File: src/hdl/pbl_pkg.sv
`timescale 1ns / 1ps
`default_nettype none
// ----------------------------------------------------------------------------
// pbl_pkg
// shared types and codes of the palette pixel blend unit
// ----------------------------------------------------------------------------
package pbl_pkg;

   // item opcodes
   typedef enum logic [0:0] {
      OP_LOAD  = 1'b0,
      OP_BLEND = 1'b1
   } pbl_op_type;

   // configuration register indexes
   typedef enum logic [0:0] {
      CSR_FRAME_WIDTH  = 1'b0,
      CSR_FRAME_HEIGHT = 1'b1
   } pbl_csr_type;

   localparam int unsigned INDEX_BITS = 8;
   localparam logic [7:0]  ALPHA_MAX  = 8'd255;

   // bytes r,g,b,a from the low end
   typedef struct packed {
      logic [7:0] a;
      logic [7:0] b;
      logic [7:0] g;
      logic [7:0] r;
   } pbl_pixel_type;

   // lookup stage to multiply stage
   typedef struct packed {
      logic valid;
      logic in_frame;
   } pbl_lkp_ctl_type;

   // multiply stage to divide stage
   typedef struct packed {
      logic valid;
      logic in_frame;
      logic blend;
   } pbl_mul_ctl_type;

endpackage
`default_nettype wire

File: src/hdl/pbl_div.sv
`timescale 1ns / 1ps
`default_nettype none
// ----------------------------------------------------------------------------
// pbl_div
// division by 255, result assembly and output register
// ----------------------------------------------------------------------------
module pbl_div #(
   parameter int COORD_BITS = 13
) (
   input  wire logic                  clock,
   input  wire logic                  reset,
   input  pbl_pkg::pbl_mul_ctl_type   mul_ctl,
   output logic                       mul_ready,
   input  wire logic [15:0]           mul_sum_r,
   input  wire logic [15:0]           mul_sum_g,
   input  wire logic [15:0]           mul_sum_b,
   input  wire logic [15:0]           mul_prod_a,
   input  wire logic [7:0]            mul_alpha,
   input  pbl_pkg::pbl_pixel_type     mul_dst,
   input  wire logic [COORD_BITS-1:0] mul_x,
   input  wire logic [COORD_BITS-1:0] mul_y,
   output logic                       rsp_valid,
   input  wire logic                  rsp_ready,
   output logic                       rsp_write_enable,
   output logic [COORD_BITS-1:0]      rsp_out_x,
   output logic [COORD_BITS-1:0]      rsp_out_y,
   output logic [31:0]                rsp_out_pixel
);
   import pbl_pkg::*;

   // v / 255 for v up to 255 * 255: estimate by v * 257 / 65536, then one correction
   function automatic logic [7:0] div255(input logic [15:0] v);
      logic [23:0] scaled;
      logic [15:0] q0;
      logic [15:0] rem;
      scaled = {v, 8'd0} + {8'd0, v};
      q0     = {8'd0, scaled[23:16]};
      rem    = v - ({q0[7:0], 8'd0} - q0);
      return (rem >= 16'd255) ? (q0[7:0] + 8'd1) : q0[7:0];
   endfunction

   logic                  valid_ff;
   logic                  we_ff;
   logic [COORD_BITS-1:0] x_ff;
   logic [COORD_BITS-1:0] y_ff;
   pbl_pixel_type         pixel_ff;

   pbl_pixel_type         blended;

   assign mul_ready = !valid_ff || rsp_ready;

   always_comb begin
      blended.r = div255(mul_sum_r);
      blended.g = div255(mul_sum_g);
      blended.b = div255(mul_sum_b);
      blended.a = mul_alpha + div255(mul_prod_a);
   end

   always_ff @(posedge clock) begin
      if (reset) begin
         valid_ff <= 1'b0;
      end else if (mul_ready) begin
         valid_ff <= mul_ctl.valid;
      end
   end

   always_ff @(posedge clock) begin
      if (mul_ready) begin
         we_ff    <= mul_ctl.blend;
         x_ff     <= mul_ctl.in_frame ? mul_x : '0;
         y_ff     <= mul_ctl.in_frame ? mul_y : '0;
         pixel_ff <= mul_ctl.blend ? blended : mul_dst;
      end
   end

   assign rsp_valid        = valid_ff;
   assign rsp_write_enable = we_ff;
   assign rsp_out_x        = x_ff;
   assign rsp_out_y        = y_ff;
   assign rsp_out_pixel    = pixel_ff;

endmodule
`default_nettype wire

File: config.mk
export PLATFORM = sky130hd
export DESIGN_NAME = pbl_div
export DESIGN_NICKNAME = d
export VERILOG_FILES = /design/src/hdl/pbl_pkg.sv /design/src/hdl/pbl_div.sv
export SDC_FILE = /design/constraint.sdc
export NUM_CORES = 1
export LEC_CHECK = 0
export BUFFER_PORTS_ARGS = -buffer_cell sky130_fd_sc_hd__buf_2
export CAP_MARGIN = 15
export CELL_PAD_IN_SITES_DETAIL_PLACEMENT = 1
export CELL_PAD_IN_SITES_GLOBAL_PLACEMENT = 2
export CORE_MARGIN = 2
export CORE_UTILIZATION = 33
export CTS_BUF_LIST = sky130_fd_sc_hd__clkbuf_8
export CTS_CLUSTER_DIAMETER = 80
export CTS_CLUSTER_SIZE = 20
export DETAILED_ROUTE_END_ITERATION = 6
export GPL_TIMING_DRIVEN = 0
export HOLD_SLACK_MARGIN = 0.12
export PLACE_DENSITY_LB_ADDON = 0.1
export SLEW_MARGIN = 20
export SYNTH_ARGS = -nofsm -noshare
export SYNTH_HDL_FRONTEND = slang
export SYNTH_SLANG_ARGS = --single-unit
File: constraint.sdc
create_clock -name clock -period 9.5 [get_ports clock]
set_clock_uncertainty 0.05 [all_clocks]
set_input_delay 0.95 -clock clock [delete_from_list [all_inputs] [get_ports clock]]
set_output_delay 0.95 -clock clock [all_outputs]
set_load 0.05 [all_outputs]
**Word level (Yosys, flattened, before mapping)**

Index checks and enable logic that the tools add are counted.

- Input bits: 136
- Word-level logic and storage cells: 36
- Register bits after elaboration: 60

- Add/subtract/negate cells: 17
- Magnitude comparators: 4
- Muxes and demuxes: 5
- Reductions and logical operators: 2

Operators by type and width:

| operator | number |
|---|---|
| 24-bit by 16-bit adder with 24-bit output | 4 |
| 16-bit by 8-bit greater-or-equal comparator with 1-bit output (second input constant) | 4 |
| 16-bit subtractor | 4 |
| 16-bit by 8-bit subtractor with 16-bit output | 4 |
| 8-bit by 1-bit adder with 8-bit output (second input constant) | 4 |
| 32-bit 2-to-1 mux | 1 |
| 8-bit 2-to-1 mux | 4 |
| 8-bit adder | 1 |
| 1-bit zero test | 1 |
| 1-bit logical OR | 1 |

**Longest topological paths before layout**

- Word-level depth: 7
- Mapped depth: 32

**Worst setup path after synthesis**

No wires, ideal clock.

- Path type: input port to flip-flop
- Start: input mul_prod_a[2]
- End: register pixel_ff, in the netlist rsp_out_pixel[31] (data pin)
- Arrival time: 6903 ps
- Buffers on the path: 0
- Setup slack: 2276 ps
- Setup time: 270 ps
- Required time: 9180 ps
- Stages: 31
- Path through: ha_1 > a21oi_1 > a211oi_1 > or3_1 > and3_1 > and2_1 > and3_1 > ha_1 > inv_1 > ha_1 > inv_1 > ha_1 > nor3_1 > nor2_1 > a221o_1 > or2_2 > a2111oi_0 > o211a_1 > o21ai_1 > o21ai_0 > ha_1 > a21o_1 > a21oi_1 > nor2b_1 > o21a_1 > nor4_1 > nor3_1 > xnor2_1 > xnor2_1 > xnor2_1 > a21oi_1

- Word-level cells in the longest chain between the ends: 7
- Elaborated cells between the ends (all ways): 8
- Those cells by class: add/sub: 5; order compare: 1; mux: 2

RTL lines:

| item | line | RTL |
|---|---|---|
| start: declaration | pbl_div.sv:17 | `input wire logic [15:0] mul_prod_a,` |
| 24-bit by 16-bit adder with 24-bit output | pbl_div.sv:36 | `scaled = {v, 8'd0} + {8'd0, v};` |
| 16-bit by 8-bit subtractor with 16-bit output | pbl_div.sv:38 | `rem = v - ({q0[7:0], 8'd0} - q0);` |
| 16-bit subtractor | pbl_div.sv:38 |  |
| 16-bit by 8-bit greater-or-equal comparator with 1-bit output | pbl_div.sv:39 | `return (rem >= 16'd255) ? (q0[7:0] + 8'd1) : q0[7:0];` |
| 8-bit 2-to-1 mux * | pbl_div.sv:39 |  |
| 8-bit adder * | pbl_div.sv:56 | `blended.a = mul_alpha + div255(mul_prod_a);` |
| 32-bit 2-to-1 mux * | pbl_div.sv:72 | `pixel_ff <= mul_ctl.blend ? blended : mul_dst;` |
| end signal: assignment | pbl_div.sv:72 |  |
| end: declaration | pbl_div.sv:46 | `pbl_pixel_type pixel_ff;` |

Mark *: on every way between the ends. The rest lies on a longest branch, timed or not.
A chain may end at the register's enable or synchronous reset.

**Final worst setup path**

- Start: input mul_prod_a[10]
- End: register pixel_ff, in the netlist rsp_out_pixel[31] (data pin)

Same word-level chain as after synthesis.

==> metrics <==
status finished, final reports clean; met3 wire len 675 um; Synth Instances 935; register area share after synthesis 0.220; GR Util All Layers 0.196; final core occ 0.403; synthesized area 8150 um2; dpl ws 0.699 ns; Static Leak 0.00472 uW; relative slew slack 0.368; CP arrival 8.20 ns; first-pass GRT wire length 40600 um; Die W 161 um; CTS root buffer clkbuf_8; Critical Path RT 9.55 ns; multiplexer share of the synthesized area 0.0315; ys async rst share 0; PortBufs 196; met2 WL 12100 um; Final Max Slew Viols 0; Worst Setup End Kind register; combinational family with the most area after synthesis adder cells; placer congestion estimate 0.779; number of global-route vias before repair 7681; CP Max Fanout 7; final wirelength 25200 um; crit-path leading delay family compound AO/OA/AOI/OAI gates; Pre-antenna DRT Iters 4; post-synthesis simple-gate area fraction 0.174; Compound-Gate Fraction of Synth Area 0.165; Post-DRT Antenna Nets 0; post-synthesis cell type count 71; Mapped Avg Cell Area 8.71 um2; initial antenna violation count 0; FF-to-FF setup slack 8.13 ns; clock transition at the registers of the reported paths 0.08 ns; std cell rows 57; CTS tree yes; P&R area growth vs syn 19.9%; area share of fa/ha/maj cells after synthesis 0.242; #FFs+latches synth 60; Detail Placement HPWL 21600 um; starting density of the core 0.336; Resized cells post-CTS 0; final hold violations 0; Top Layer Used met4; Max Fclk 123 MHz; HP Class in2reg; hold buffer count at CTS 0; CTS Buf Count 9; Slowest Stage Delay on Critical Path 0.57 ns; min Tclk post-route 8.15 ns; fraction of layout cells with a size suffix above 1 0.212; VDD IR-drop max 0.0000621 V; top cell type's share of synthesized area 0.240; Synth area leader ha_1; setup TNS 0 ns; largest net degree at the start of global routing 34; PD cells 137 nW/um2; Setup CP Type in2reg; Final WS setup 1.35 ns; met1 wire length 12200 um; net count after synthesis 1228; DIE HEIGHT 161 um; maxcap violations 0; ANT cells 0; die area 26000 um2; most frequent cell on the critical path ha_1; Critical Path Start Type input pin; Congestion Overflow GR 0; Main synth FF type edfxtp_1; CTS Sinks 60; Post-CTS Setup Inserts 0; Clock Path Buffers 2; setup repair after global routing missed its margin no; WP buf/inv 3; # IOs 197; period utilization 0.858; via count 7410; Post-synth EDFFs 59; core area 24200 um2; wire length per cell 17.1 um; initial DRC count 227; measured slew at the worst slew-check pin 0.948 ns; Layout Nets 1436; Skew-Pair Late Insertion Delay 0.37 ns; DRC Markers 0; Syn. warnings 0; H-tree Lvls 3; DR vias/cell 5.03; # setup viols final 0; top cells by area, synth ha_1 24%, edfxtp_1 22%, xnor2_1 7.8%, inv_1 5.9%, a21oi_1 3.6%; xor/xnor share of the synthesized area 0.101; CP max-delay cell a2111oi_0
-- Yosys cell counts, drive strengths merged, types with 11 or more instances --
cell type and n:
mux2 13, xor2 21, a21o 12, nor3 20, xnor2 73, nand4 14, a21oi 58, and3 17
mux2i 11, nor4 12, nand3 21, nand2b 15, inv 129, o21ai 34, ha 156, nor2 60
o21a 11, and2 36, nand2 29, edfxtp 59
-- power by group --
group	total, uW	switching, uW	leakage [uW]	internal, uW
Clock	257	126	0.000104	131
Combinational	742	457	0.00398	285
Sequential	337	8.84	0.000636	328
Total	1340	593	0.00472	743
-- routing by layer --
layer | vias to the layer above | global-route usage
li1 | 3780 | -
met1 | 3515 | 0.264
met2 | 99 | 0.341
met3 | 16 | 0.0244
met4 | 0 | 0.0353
met5 | - | 0
-- path summary, 6_finish.rpt --
| path | start | to | depth (start not counted) |
|---|---|---|---|
| worst max-delay path | mul_prod_a[10] | rsp_out_pixel[31] | 32 |
| worst min register to register | rsp_valid | rsp_valid | 2 |
| worst min-delay path | reset | rsp_valid | 2 |
| worst max register to register | rsp_valid | rsp_out_pixel[23] | 2 |
-- flip-flops by register name, indices dropped and copies added (netlist names) --
| register | flops |
|---|---|
| rsp_out_y | 13 |
| rsp_write_enable | 1 |
| rsp_out_pixel | 32 |
| rsp_valid | 1 |
| rsp_out_x | 13 |
-- cell families (layout without fill, tap and decap cells) --
family | count (synthesis) | count (layout)
mux | 24 | 24
flops | 60 | 60
fa+ha+maj | 157 | 157
xor+xnor | 94 | 94
compound gates | 198 | 198
buf+inv | 142 | 355
simple gates | 260 | 260
-- cell type report --
class                           instances  area, um2
Clock inverter                          6       68.8
Buffer                                 13       57.6
Timing Repair Buffer                  197       1000
Tap cell                              324        405
Fill cell                            2993      14500
Inverter                              129        484
Clock buffer                           10        138
Sequential cell                        60       1790
Multi-Input combinational cell        733       5820
-- per-stage QoR --
| stage | hold WS, ns | total power, uW | area (um2) | std cells |
|---|---|---|---|---|
| final | 0.683 | 1340 | 9770 | 1472 |
| after global placement | 1.05 | 1080 | 9530 | 1455 |
| after detailed placement | 0.860 | 1090 | 9560 | 1456 |
| after CTS | 0.662 | 1350 | 9770 | 1472 |
| after global routing | 0.665 | 1440 | 9770 | 1472 |
| after floorplan | 0.969 | 891 | 8150 | 935 |
-- cells in the final DEF (no fill, tap or decap), drive strengths merged, types with 6 or more instances in the layout --
master	synthesis	layout
a211oi	8	8
o21a	11	11
a21boi	6	6
nor2	60	60
xnor2	73	73
a21o	12	12
buf	4	201
and2	36	36
a2111oi	6	6
ha	156	156
edfxtp	59	59
nand2b	15	15
nand4	14	14
inv	129	132
a31oi	10	10
o211ai	9	9
mux2	13	13
nand2	29	29
or3	9	9
nand3	21	21
mux2i	11	11
nor3	20	20
nor2b	7	7
and3	17	17
a21oi	58	58
clkbuf	9	19
nor4	12	12
xor2	21	21
o21ai	34	34
Power figures use the tool's default switching activity.
