==> config.mk <==
export PLATFORM = sky130hd
export DESIGN_NAME = pbl_mult
export DESIGN_NICKNAME = d
export VERILOG_FILES = /design/src/hdl/pbl_pkg.sv /design/src/hdl/pbl_mult.sv
export SDC_FILE = /design/constraint.sdc
export NUM_CORES = 1
export LEC_CHECK = 0
export ABC_AREA = 1
export BUFFER_PORTS_ARGS = -buffer_cell sky130_fd_sc_hd__buf_2
export CORE_MARGIN = 2
export CORE_UTILIZATION = 51
export CTS_BUF_LIST = sky130_fd_sc_hd__clkbuf_16
export DETAILED_ROUTE_END_ITERATION = 12
export GPL_TIMING_DRIVEN = 0
export PLACE_DENSITY = 0.7
export SLEW_MARGIN = 20
export SYNTH_ARGS = -nofsm -noshare
export SYNTH_HDL_FRONTEND = slang
export SYNTH_SLANG_ARGS = --single-unit
export TNS_END_PERCENT = 10
==> constraint.sdc <==
create_clock -name clock -period 11.68 [get_ports clock]
set_input_delay 1.752 -clock clock [delete_from_list [all_inputs] [get_ports clock]]
set_output_delay 1.752 -clock clock [all_outputs]
set_load 0.05 [all_outputs]
==> src/hdl/pbl_pkg.sv <==
`timescale 1ns / 1ps
`default_nettype none
// ----------------------------------------------------------------------------
// pbl_pkg
// shared types and codes of the palette pixel blend unit
// ----------------------------------------------------------------------------
package pbl_pkg;

   // item opcodes
   typedef enum logic [0:0] {
      OP_LOAD  = 1'b0,
      OP_BLEND = 1'b1
   } pbl_op_type;

   // configuration register indexes
   typedef enum logic [0:0] {
      CSR_FRAME_WIDTH  = 1'b0,
      CSR_FRAME_HEIGHT = 1'b1
   } pbl_csr_type;

   localparam int unsigned INDEX_BITS = 8;
   localparam logic [7:0]  ALPHA_MAX  = 8'd255;

   // bytes r,g,b,a from the low end
   typedef struct packed {
      logic [7:0] a;
      logic [7:0] b;
      logic [7:0] g;
      logic [7:0] r;
   } pbl_pixel_type;

   // lookup stage to multiply stage
   typedef struct packed {
      logic valid;
      logic in_frame;
   } pbl_lkp_ctl_type;

   // multiply stage to divide stage
   typedef struct packed {
      logic valid;
      logic in_frame;
      logic blend;
   } pbl_mul_ctl_type;

endpackage
`default_nettype wire

==> src/hdl/pbl_mult.sv <==
`timescale 1ns / 1ps
`default_nettype none
// ----------------------------------------------------------------------------
// pbl_mult
// per-channel weighted sums of source and destination bytes
// ----------------------------------------------------------------------------
module pbl_mult #(
   parameter int COORD_BITS = 13
) (
   input  wire logic                  clock,
   input  wire logic                  reset,
   input  pbl_pkg::pbl_lkp_ctl_type   lkp_ctl,
   output logic                       lkp_ready,
   input  pbl_pkg::pbl_pixel_type     lkp_color,
   input  pbl_pkg::pbl_pixel_type     lkp_dst,
   input  wire logic [COORD_BITS-1:0] lkp_x,
   input  wire logic [COORD_BITS-1:0] lkp_y,
   output pbl_pkg::pbl_mul_ctl_type   mul_ctl,
   input  wire logic                  mul_ready,
   output logic [15:0]                mul_sum_r,
   output logic [15:0]                mul_sum_g,
   output logic [15:0]                mul_sum_b,
   output logic [15:0]                mul_prod_a,
   output logic [7:0]                 mul_alpha,
   output pbl_pkg::pbl_pixel_type     mul_dst,
   output logic [COORD_BITS-1:0]      mul_x,
   output logic [COORD_BITS-1:0]      mul_y
);
   import pbl_pkg::*;

   logic                  valid_ff;
   logic                  inside_ff;
   logic                  blend_ff;
   logic [15:0]           sum_r_ff;
   logic [15:0]           sum_g_ff;
   logic [15:0]           sum_b_ff;
   logic [15:0]           prod_a_ff;
   logic [7:0]            alpha_ff;
   pbl_pixel_type         dst_ff;
   logic [COORD_BITS-1:0] x_ff;
   logic [COORD_BITS-1:0] y_ff;

   logic [7:0]            inv;

   assign lkp_ready = !valid_ff || mul_ready;
   assign inv       = ALPHA_MAX - lkp_color.a;

   always_ff @(posedge clock) begin
      if (reset) begin
         valid_ff <= 1'b0;
      end else if (lkp_ready) begin
         valid_ff <= lkp_ctl.valid;
      end
   end

   // sums never exceed 255 * 255, so 16 bits hold them
   always_ff @(posedge clock) begin
      if (lkp_ready) begin
         inside_ff <= lkp_ctl.in_frame;
         blend_ff  <= lkp_ctl.in_frame && (lkp_color.a != 8'd0);
         sum_r_ff  <= 16'(lkp_color.r * lkp_color.a) + 16'(lkp_dst.r * inv);
         sum_g_ff  <= 16'(lkp_color.g * lkp_color.a) + 16'(lkp_dst.g * inv);
         sum_b_ff  <= 16'(lkp_color.b * lkp_color.a) + 16'(lkp_dst.b * inv);
         prod_a_ff <= 16'(lkp_dst.a * inv);
         alpha_ff  <= lkp_color.a;
         dst_ff    <= lkp_dst;
         x_ff      <= lkp_x;
         y_ff      <= lkp_y;
      end
   end

   assign mul_ctl.valid    = valid_ff;
   assign mul_ctl.in_frame = inside_ff;
   assign mul_ctl.blend    = blend_ff;
   assign mul_sum_r        = sum_r_ff;
   assign mul_sum_g        = sum_g_ff;
   assign mul_sum_b        = sum_b_ff;
   assign mul_prod_a       = prod_a_ff;
   assign mul_alpha        = alpha_ff;
   assign mul_dst          = dst_ff;
   assign mul_x            = x_ff;
   assign mul_y            = y_ff;

endmodule
`default_nettype wire

# Yosys cells after proc, flatten, opt, wreduce, memory -nomap -nowiden
# Cells that the tools add are included.
# W data, S select, Z words.
# word_totals
register_bits	133
in_bits	95
out_inout_bits	134
word_cells	29
# classes
n_addsub	4
multipliers	7
reduce_logical	4
# ops
cell	n
$mul A8 B8 Y16	7
$add A16 B16 Y16	3
$reduce_bool A8 Y1	1
$sub A8 B8 Y8 const A	1
$logic_and A1 B1 Y1	1
$logic_not A1 Y1	1
$logic_or A1 B1 Y1	1

# Logic depth before layout (Yosys ltp)
# Gate-level depths: netlist of the first run.
# logic_depth
ltp_word	3
depth_mapped	25
ltp_nobuf	23

# Worst setup path before layout of the first run
# No wires, ideal clock.
# synth_path
path_type	input to output
start	in mul_ready
end	out lkp_ready
t_arrival_ps	4888
required_time_ps	9928
slack_ps	5040
cell_stages	2
path_buffers	0
path_cell_list	inv_1 > nand2_1
# synth_via
elab_chain_cells	1
# synth_rtl
element	line	source
start: declaration	pbl_mult.sv:19	input wire logic mul_ready,
$logic_or A1 B1 Y1	pbl_mult.sv:45	assign lkp_ready = !valid_ff || mul_ready;
end: declaration	pbl_mult.sv:13	output logic lkp_ready,
# No other way between the ends.

# Worst setup path in the final report of the first run
# layout_path
start	in lkp_color[30] (netlist name)
end	reg sum_b_ff[15], in the netlist mul_sum_b[15], data pin
# layout_via
elab_chain_cells	3
elab_cells_between_ends	4
# layout_rtl
element	line	source
start: declaration	pbl_mult.sv:14	input pbl_pkg::pbl_pixel_type lkp_color,
$sub A8 B8 Y8	pbl_mult.sv:46	assign inv = ALPHA_MAX - lkp_color.a;
$mul A8 B8 Y16	pbl_mult.sv:63	sum_b_ff <= 16'(lkp_color.b * lkp_color.a) + 16'(lkp_dst.b * inv);
$add A16 B16 Y16 (*)	pbl_mult.sv:63	
end signal: assignment	pbl_mult.sv:63	
end: declaration	pbl_mult.sv:36	logic [15:0] sum_b_ff;
# Every way passes the cells marked *; elsewhere a longest branch is shown, timed or not.
# A chain may end at the register's enable or synchronous reset.

==> metrics list, run 1 <==
* Status: completed
- The finished cells cover 0.02218 mm^2.
* Pwr dens: 294.6 mW/mm^2
* Routed via count divided by cell count: 5.015
* Max Transition Viols Final: 0
- Die ar.: around 0.041 mm^2
- In the final layout, the share of cells above drive strength 1 is 11.48%.
- Core area: slightly below 0.04 mm^2
* Startpoint types: input pin
- At the later pin of the worst-skew pair, clock insertion delay measures between 0.4 and 0.5 ns.
* Starting density of the core: 51.61%
* Setup TNS: 0 ns
- Portion of the post-synthesis area used by sequential elements: between 20% and 30%
- Cell area after technology mapping: 0.01990 mm^2
- Worst path most repeated cell: sky130_fd_sc_hd__fa_1
- The tree is rooted in a sky130_fd_sc_hd__clkbuf_16.
- For this run, the slowest stage of the critical path takes 0.82 ns.
* Clock transition at the register clock pins on the worst setup and hold paths after CTS: about 0.060 ns
- Wire length after detailed routing: 49640 um
- In this run, post-CTS repair resized a total of 0 instances.
- Warning count from the yosys run: 0
- After layout, the worst path uses 61.99% of the clock period.
* CTS buffer count: 17
- IR drop worst, VDD: 233.9 uV
- Maximum number of pins on one net before global-route repair: 58
- TritonCTS built the clock tree.
- Measured against its own limit, the worst slew margin works out to 32.29%.
- Highest-delay cell along the critical path: sky130_fd_sc_hd__clkbuf_1
- Number of hold buffers added after CTS: 0
* Total congestion overflow after global routing: 0
* Busiest grt layer: met2
- Crit. End Element: flop
* Cell family contributing the most delay on the critical path: adder cells
* Worst setup slack before clock tree synthesis: roughly 4.1 ns
- Setup fix buffers added after clock tree synthesis: 0
- Asr flop ratio synth: 0%
- The setup path with the least slack is of type input pin to flop.
* Drc violations: 0
- Number of hold-slack violations in the final timing report: 0
- Global routing used 31.69% of the available met1 tracks.
* H-tree Lvls: 4
- Counting along the longest clock path gives a buffer depth of 2.
- Vias after detailed routing: 15490
- Number of synthesized register bits: ~130
* Die X-Extent: 201.5 um
* Initial antenna violation count: 3
* Port buffer count: 204
- The largest total area in the synthesized netlist belongs to sky130_fd_sc_hd__fa_1.
* FP Rows: 72
- Mean instance size in the synthesized netlist: ~8.5 um^2
* Clock Skews: around 0.0061 ns
- Final nets: 3197
* Placed cell area: 0.02164 mm^2
- Gp weighted congestion: 0.9204
- In this run the static leakage power is 12.79 nW.
- Buffers and inverters on the worst path: 6
- Final setup vio count: 0
- Min Clock Period, post-route: 7.240 ns
* IO Pins: 229
- Most numerous cell in the Yosys netlist: sky130_fd_sc_hd__inv_1
- Required time at the endpoint of the critical path: 11.92 ns
- The synthesized design devotes to its leading area cell type around 33% of total area.
- Tightest Hold Check Type: flop to flop
* Vertical die dimension: 201.5 um
- The clock drives 133 sinks.
- The via count of the first global-routing pass is about 16000.
* Iteration-0 DRC Markers: 1055
- Based on the critical path, the design can be clocked at up to 0.1381 GHz.
- Area growth, synth to finish: 11.47%
- The first global-routing pass estimated slightly above 80000 um of wire.
- Yosys mapped a number of flops with a built-in enable equal to about 130.
- Met3 global-route usage: roughly 7.9%
- Filler cell count: 3549
* Commonest register cell after synthesis: sky130_fd_sc_hd__edfxtp_1
- Arrival time of data at the critical path endpoint: approximately 7.5 ns
- Max-cap violations: 0
- Before antenna repair, the detailed router went through 6 iterations.
- In the synthesized netlist, the number of instances is roughly 2300.
- Unrepaired setup endpoints after global routing: no
- Counting distinct cell types in the post-synthesis netlist gives 26.
- The completed layout was analyzed and its total power is 6.535 mW.
* Average wire length per cell after detail routing: ~16 um
- Cell types with the highest counts after synthesis: sky130_fd_sc_hd__inv_1, sky130_fd_sc_hd__nand2_1, sky130_fd_sc_hd__fa_1
* Ordered cell list for the critical path: buf_2 > clkbuf_1 > clkbuf_1 > nand2_1 > fa_1 > inv_1 > fa_1 > fa_1 > inv_1 > fa_1 > fa_1 > fa_1 > inv_1 > ha_1 > a21oi_1 > nand2_1 > a21oi_1 > nand2_1 > nand2_1 > nand2_1
- By area the synthesized netlist is led by sky130_fd_sc_hd__fa_1, sky130_fd_sc_hd__edfxtp_1, sky130_fd_sc_hd__ha_1.
- Setup slack after layout: 4.440 ns
- For met2 alone, demand over resource in global routing was 42.09%.
* Actual slew at the worst max-slew pin: 1.016 ns
- Global routing consumed, over all layers together, about a quarter of the routing resources.
- Largest fanout of any net on the critical path: 10
- Summed over all nets, the half-perimeter wirelength after detailed placement is 40810 um.
* ANT nets after route: 0
final timing paths:
check	startpoint	end	slack, ns	depth (start not counted)
setup / recovery	lkp_color[30]	mul_sum_b[15]$_DFFE_PP_	4.44	20
setup reg to reg	valid_ff$_SDFFE_PP0P_	blend_ff$_DFFE_PP_	10.35	2
hold reg to reg	valid_ff$_SDFFE_PP0P_	valid_ff$_SDFFE_PP0P_	0.78	2
hold / removal	valid_ff$_SDFFE_PP0P_	valid_ff$_SDFFE_PP0P_	0.78	2
cell type report:
cell class / count / area (um^2) / share of cell area, %
Antenna cell: 1 / 2.502 / 0.01128
Buffer: 76 / 346.6 / 1.562
Clock buffer: 17 / 425.4 / 1.918
Clock inverter: 15 / 115.1 / 0.5190
Inverter: 695 / 2609 / 11.76
Multi-Input combinational cell: 1427 / 12970 / 58.49
Sequential cell: 133 / 3984 / 17.96
Tap cell: 518 / 648.1 / 2.922
Timing Repair Buffer: 206 / 1076 / 4.851
state kept, by name, indices dropped and copies added (netlist names):
signal	flops
blend_ff	1
inside_ff	1
mul_alpha	8
mul_dst	32
mul_prod_a	16
mul_sum_b	16
mul_sum_g	16
mul_sum_r	16
mul_x	13
mul_y	13
valid_ff	1
through the flow:
step	util (%)	std cells	hold WS (ns)
2_1_floorplan	-	2331	1.821
3_3_place_gp	55.96	3053	1.925
3_5_place_dp	56.12	3055	0.7807
4_1_cts	57.52	3087	0.7902
5_1_grt	57.52	3087	0.8321
6_report	57.53	3088	0.7765
power by group:
group	switching (mW)	internal, mW	leakage, nW
clock	0.224	0.288	0.267
combinational	3.27	1.85	11.1
sequential	0.0274	0.876	1.38
total	3.52	3.01	12.8
tightest hold or removal path, delay by kind of cell (launching register included):
kind             cells  cell delay [ns]
flip-flops           1             0.33
AND/OR/NAND/NOR      1             0.29
AO/OA/AOI/OAI        1             0.11
layer usage:
layer  share of wire [%]  routed length, um  vias to the layer above
li1                    -                  -                     7189
met1                  39              19460                     7510
met2                  47              23250                      657
met3                 9.8               4871                      125
met4                 4.1               2029                        6
met5               0.075                 37                        -
cells by family (layout without fill, tap and decap cells):
kind of cell / count (synthesis) / in the layout / share of synthesized area (%)
other: 1 / 4 / 0.01885
and+or+nand+nor: 802 / 802 / 15.92
adders and majority gates: 546 / 546 / 46.55
buffers and inverters: 771 / 1009 / 14.85
xor gates and xnor gates: 33 / 33 / 1.452
DFF: 133 / 133 / 20.02
AOI/OAI and AO/OA: 43 / 43 / 1.182
cells in the final DEF, fill, tap and decap left out, types with 4 or more instances in the layout:
master | netlist | routed
sky130_fd_sc_hd__xnor2_1 | 15 | 15
sky130_fd_sc_hd__nand4_1 | 15 | 15
sky130_fd_sc_hd__ha_1 | 222 | 222
sky130_fd_sc_hd__inv_1 | 688 | 689
sky130_fd_sc_hd__xor2_1 | 18 | 18
sky130_fd_sc_hd__a21oi_1 | 32 | 32
sky130_fd_sc_hd__nor2_1 | 220 | 220
sky130_fd_sc_hd__o21ai_0 | 4 | 4
sky130_fd_sc_hd__clkinv_1 | 2 | 5
sky130_fd_sc_hd__clkbuf_16 | 0 | 17
sky130_fd_sc_hd__nand3_1 | 49 | 49
sky130_fd_sc_hd__inv_2 | 5 | 5
sky130_fd_sc_hd__nand2_1 | 505 | 504
sky130_fd_sc_hd__edfxtp_1 | 132 | 132
sky130_fd_sc_hd__buf_2 | 40 | 244
sky130_fd_sc_hd__clkbuf_1 | 33 | 33
sky130_fd_sc_hd__nand2_2 | 4 | 4
sky130_fd_sc_hd__o21bai_1 | 4 | 4
sky130_fd_sc_hd__clkinv_2 | 0 | 4
sky130_fd_sc_hd__fa_1 | 324 | 324
Power figures use the tool's default switching activity.
==> inputs of run 2 (changes only) <==
--- a/config.mk
+++ b/config.mk
@@ -12,7 +12,7 @@
 export CTS_BUF_LIST = sky130_fd_sc_hd__clkbuf_16
 export DETAILED_ROUTE_END_ITERATION = 12
 export GPL_TIMING_DRIVEN = 0
-export PLACE_DENSITY = 0.7
+export PLACE_DENSITY = 0.73
 export SLEW_MARGIN = 20
 export SYNTH_ARGS = -nofsm -noshare
 export SYNTH_HDL_FRONTEND = slang
==> constraint.sdc (replaced) <==
create_clock -name clock -period 6.3 [get_ports clock]
set_input_delay 0.945 -clock clock [delete_from_list [all_inputs] [get_ports clock]]
set_output_delay 0.945 -clock clock [all_outputs]
set_load 0.05 [all_outputs]
==> metrics list, run 2 (synthesis results as in run 1) <==
* Iteration-0 DRC Markers: roughly 1200
- Arrival time of data at the critical path endpoint: around 6.3 ns
* Most common library cell in the layout ignoring fill and taps: sky130_fd_sc_hd__inv_1
* Worst Hold Margin: 0.6501 ns
- Number of hold buffers added after CTS: 0
* Post-route insts no fill: 3087
- Area growth, synth to finish: 11.96%
- The min-delay analysis places its worst path in the category input pin to flop.
- The number of antenna violations at the first check in global routing came to 1.
- The via count of the first global-routing pass came to 16190.
- For this run, the total global-route usage over all layers was measured as a little over a quarter.
- Gp weighted congestion: 0.9276
* Maximum clock frequency: between 0.15 and 0.2 GHz
- The flow ran to the end, and the final reports show no timing, DRC or antenna violations.
- Switching part of the total: 53.73%
* H-tree Lvls: 4
- Die ar.: 0.04061 mm^2
- IO Pins: around 230
- In this run the tightest slew margin relative to its limit is approximately two fifths.
- Startpoint types: input pin
- TritonCTS built the clock tree.
* Average wire length per cell after detail routing: 16.43 um
* Final setup vio count: 0
- After detailed routing, the number of vias per cell comes to between 5 and 6.
* Final nets: 3197
- Once detailed placement completed, the half-perimeter wirelength came to ~41000 um.
- In this run, the clock network consumes 8.9% of the power.
- Drc violations: 0
- Post-CTS timing repair inserted 0 buffers for setup.
- The internal portion of the total power is 5.724 mW.
- The first global-routing pass estimated 81710 um of wire.
- Pwr dens: 555.3 mW/mm^2
* Number of hold-slack violations in the final timing report: 0
- Filler cell count: 3480
- The number of antenna diodes in the final layout is 0.
- IR drop worst, VDD: 459.9 uV
- By startpoint and endpoint, the worst setup path is classified as input pin to flop.
- From bottom edge to top edge, the die measures 201.5 um.
* GR met2 Demand/Resource: around 43%
* Setup TNS: 0 ns
- Counting tap cells, the placed design contains a total of 3055 instances.
* Busiest grt layer: met2
* Met3 global-route usage: 7.467%
* Die X-Extent: 201.5 um
- For the worst setup path, the data required time is 6.51 ns.
- The clock passes through at most 2 buffers.
- Total clock sinks: roughly 130
* Sequential cell area in the final layout: around 0.004 mm^2
* Core area: 0.03856 mm^2
* Min Clock Period, post-route: roughly 6 ns
- Post_cts resized: 0
* Most frequent cells in the layout: sky130_fd_sc_hd__inv_1, sky130_fd_sc_hd__nand2_1, sky130_fd_sc_hd__fa_1
- Of the total power, combinational logic draws 77.6%.
- The clock arrives with 0.006300 ns of skew.
* Max Transition Viols Final: 0
- The count of buffers added on input and output ports is 204.
* ANT nets after route: 0
- Cells with a size suffix above 1 make up 12.03% of the layout.
* Maximum number of pins on one net before global-route repair: 58
- Of the total power, registers draw 13.5%.
* Max-cap violations: 0
- Global routing consumed, on the met1 layer, around a third of the routing resources.
- Wire length after detailed routing: 50730 um
* Area of the multi-input gates: 0.01297 mm^2
* CTS buffer count: 17
- In this run the worst path has a maximum fanout of 10.
* Crit. End Element: flop
- Clock Tree Root: sky130_fd_sc_hd__clkbuf_16
* Clock transition at the register clock pins on the worst setup and hold paths after CTS: 0.06 ns
- For the worst-skew pair, the clock arrives at the later sink with an insertion delay of 0.46 ns.
- Unrepaired setup endpoints after global routing: no
- Leakage dissipation: 12.86 nW
- Total iterations of the first detailed-routing run: 6
- Crit share post-route: a little over nine tenths
* FP Rows: slightly above 70
- Vias after detailed routing: 15480
- The analysis attributes to net switching a power of roughly 6.6 mW.
* Total congestion overflow after global routing: 0
- Actual slew at the worst max-slew pin: 0.8704 ns
- Starting density of the core: 51.61%
* Flip-flop count of the largest register, all copies and words added: 32
==> run 2: cell types whose count changed in the layout (fill, tap and decap cells not counted) <==
| cell | before | now |
|---|---|---|
| sky130_fd_sc_hd__inv_6 | 2 | 5 |
| sky130_fd_sc_hd__clkbuf_1 | 33 | 22 |
| sky130_fd_sc_hd__clkinv_1 | 5 | 2 |
| sky130_fd_sc_hd__bufinv_16 | 1 | 4 |
| sky130_fd_sc_hd__clkinv_4 | 2 | 1 |
| sky130_fd_sc_hd__clkbuf_2 | 0 | 11 |
| sky130_fd_sc_hd__diode_2 | 1 | 0 |
| sky130_fd_sc_hd__clkinv_2 | 4 | 2 |
==> run 2: final timing paths <==
path	cells past startpoint	from	endpoint	slack (ns)
min	2	reset	valid_ff$_SDFFE_PP0P_	0.65
max	22	lkp_color[29]	mul_sum_g[14]$_DFFE_PP_	0.24
max reg2reg	2	valid_ff$_SDFFE_PP0P_	mul_alpha[7]$_DFFE_PP_	4.91
min reg2reg	1	valid_ff$_SDFFE_PP0P_	mul_dst[18]$_DFFE_PP_	0.90
==> run 2: power groups by stage <==
stage               sequential (mW)  clock (mW)  combinational (mW)
detailed placement             1.69           0                9.53
CTS                            1.68        1.13                9.65
floorplan                      2.50           0                6.71
finish                         1.67        1.10                9.60
global route                   1.69        1.16                11.0
global placement               1.70           0                9.34
==> run 2: per-stage QoR <==
stage          power [mW]  utilization [%]  area [um^2]  setup WS, ns
4_1_cts             12.45            57.75        22270       0.05701
2_1_floorplan       9.210                -        19910        0.6230
3_5_place_dp        11.22            56.12        21640       -0.4338
5_1_grt             13.87            57.78        22280       0.02651
3_3_place_gp        11.04            55.96        21580       -0.4336
6_report            12.37            57.78        22280        0.2407
==> run 2: metal layers <==
metal / vias to the layer above / wire length (um)
met4: 2 / 1818
met3: 123 / 4832
met5: - / 13
met1: 7531 / 20020
met2: 633 / 24050
li1: 7186 / -
==> run 2: layout make-up <==
class	count	area share [%]
Multi-Input combinational cell	1427	58.24
Sequential cell	133	17.88
Inverter	695	11.71
Timing Repair Buffer	206	4.830
Tap cell	518	2.909
Clock buffer	17	1.909
Buffer	76	1.617
Clock inverter	15	0.9042
==> run 2: critical path, cell delays in order <==
cell and delay [ns]:
sky130_fd_sc_hd__buf_2 0.09, sky130_fd_sc_hd__buf_2 0.24, sky130_fd_sc_hd__clkbuf_1 0.69, sky130_fd_sc_hd__nand2_1 0.16, sky130_fd_sc_hd__fa_1 0.57, sky130_fd_sc_hd__fa_1 0.44
sky130_fd_sc_hd__fa_1 0.52, sky130_fd_sc_hd__inv_1 0.05, sky130_fd_sc_hd__fa_1 0.44, sky130_fd_sc_hd__fa_1 0.51, sky130_fd_sc_hd__inv_1 0.05, sky130_fd_sc_hd__fa_1 0.48
sky130_fd_sc_hd__inv_1 0.05, sky130_fd_sc_hd__ha_1 0.35, sky130_fd_sc_hd__nand2_1 0.11, sky130_fd_sc_hd__nand2_1 0.09, sky130_fd_sc_hd__nand2_1 0.08, sky130_fd_sc_hd__nand2_1 0.07
sky130_fd_sc_hd__nand2_1 0.10, sky130_fd_sc_hd__nand3_1 0.09, sky130_fd_sc_hd__nand2_1 0.09, sky130_fd_sc_hd__nand2_1 0.06
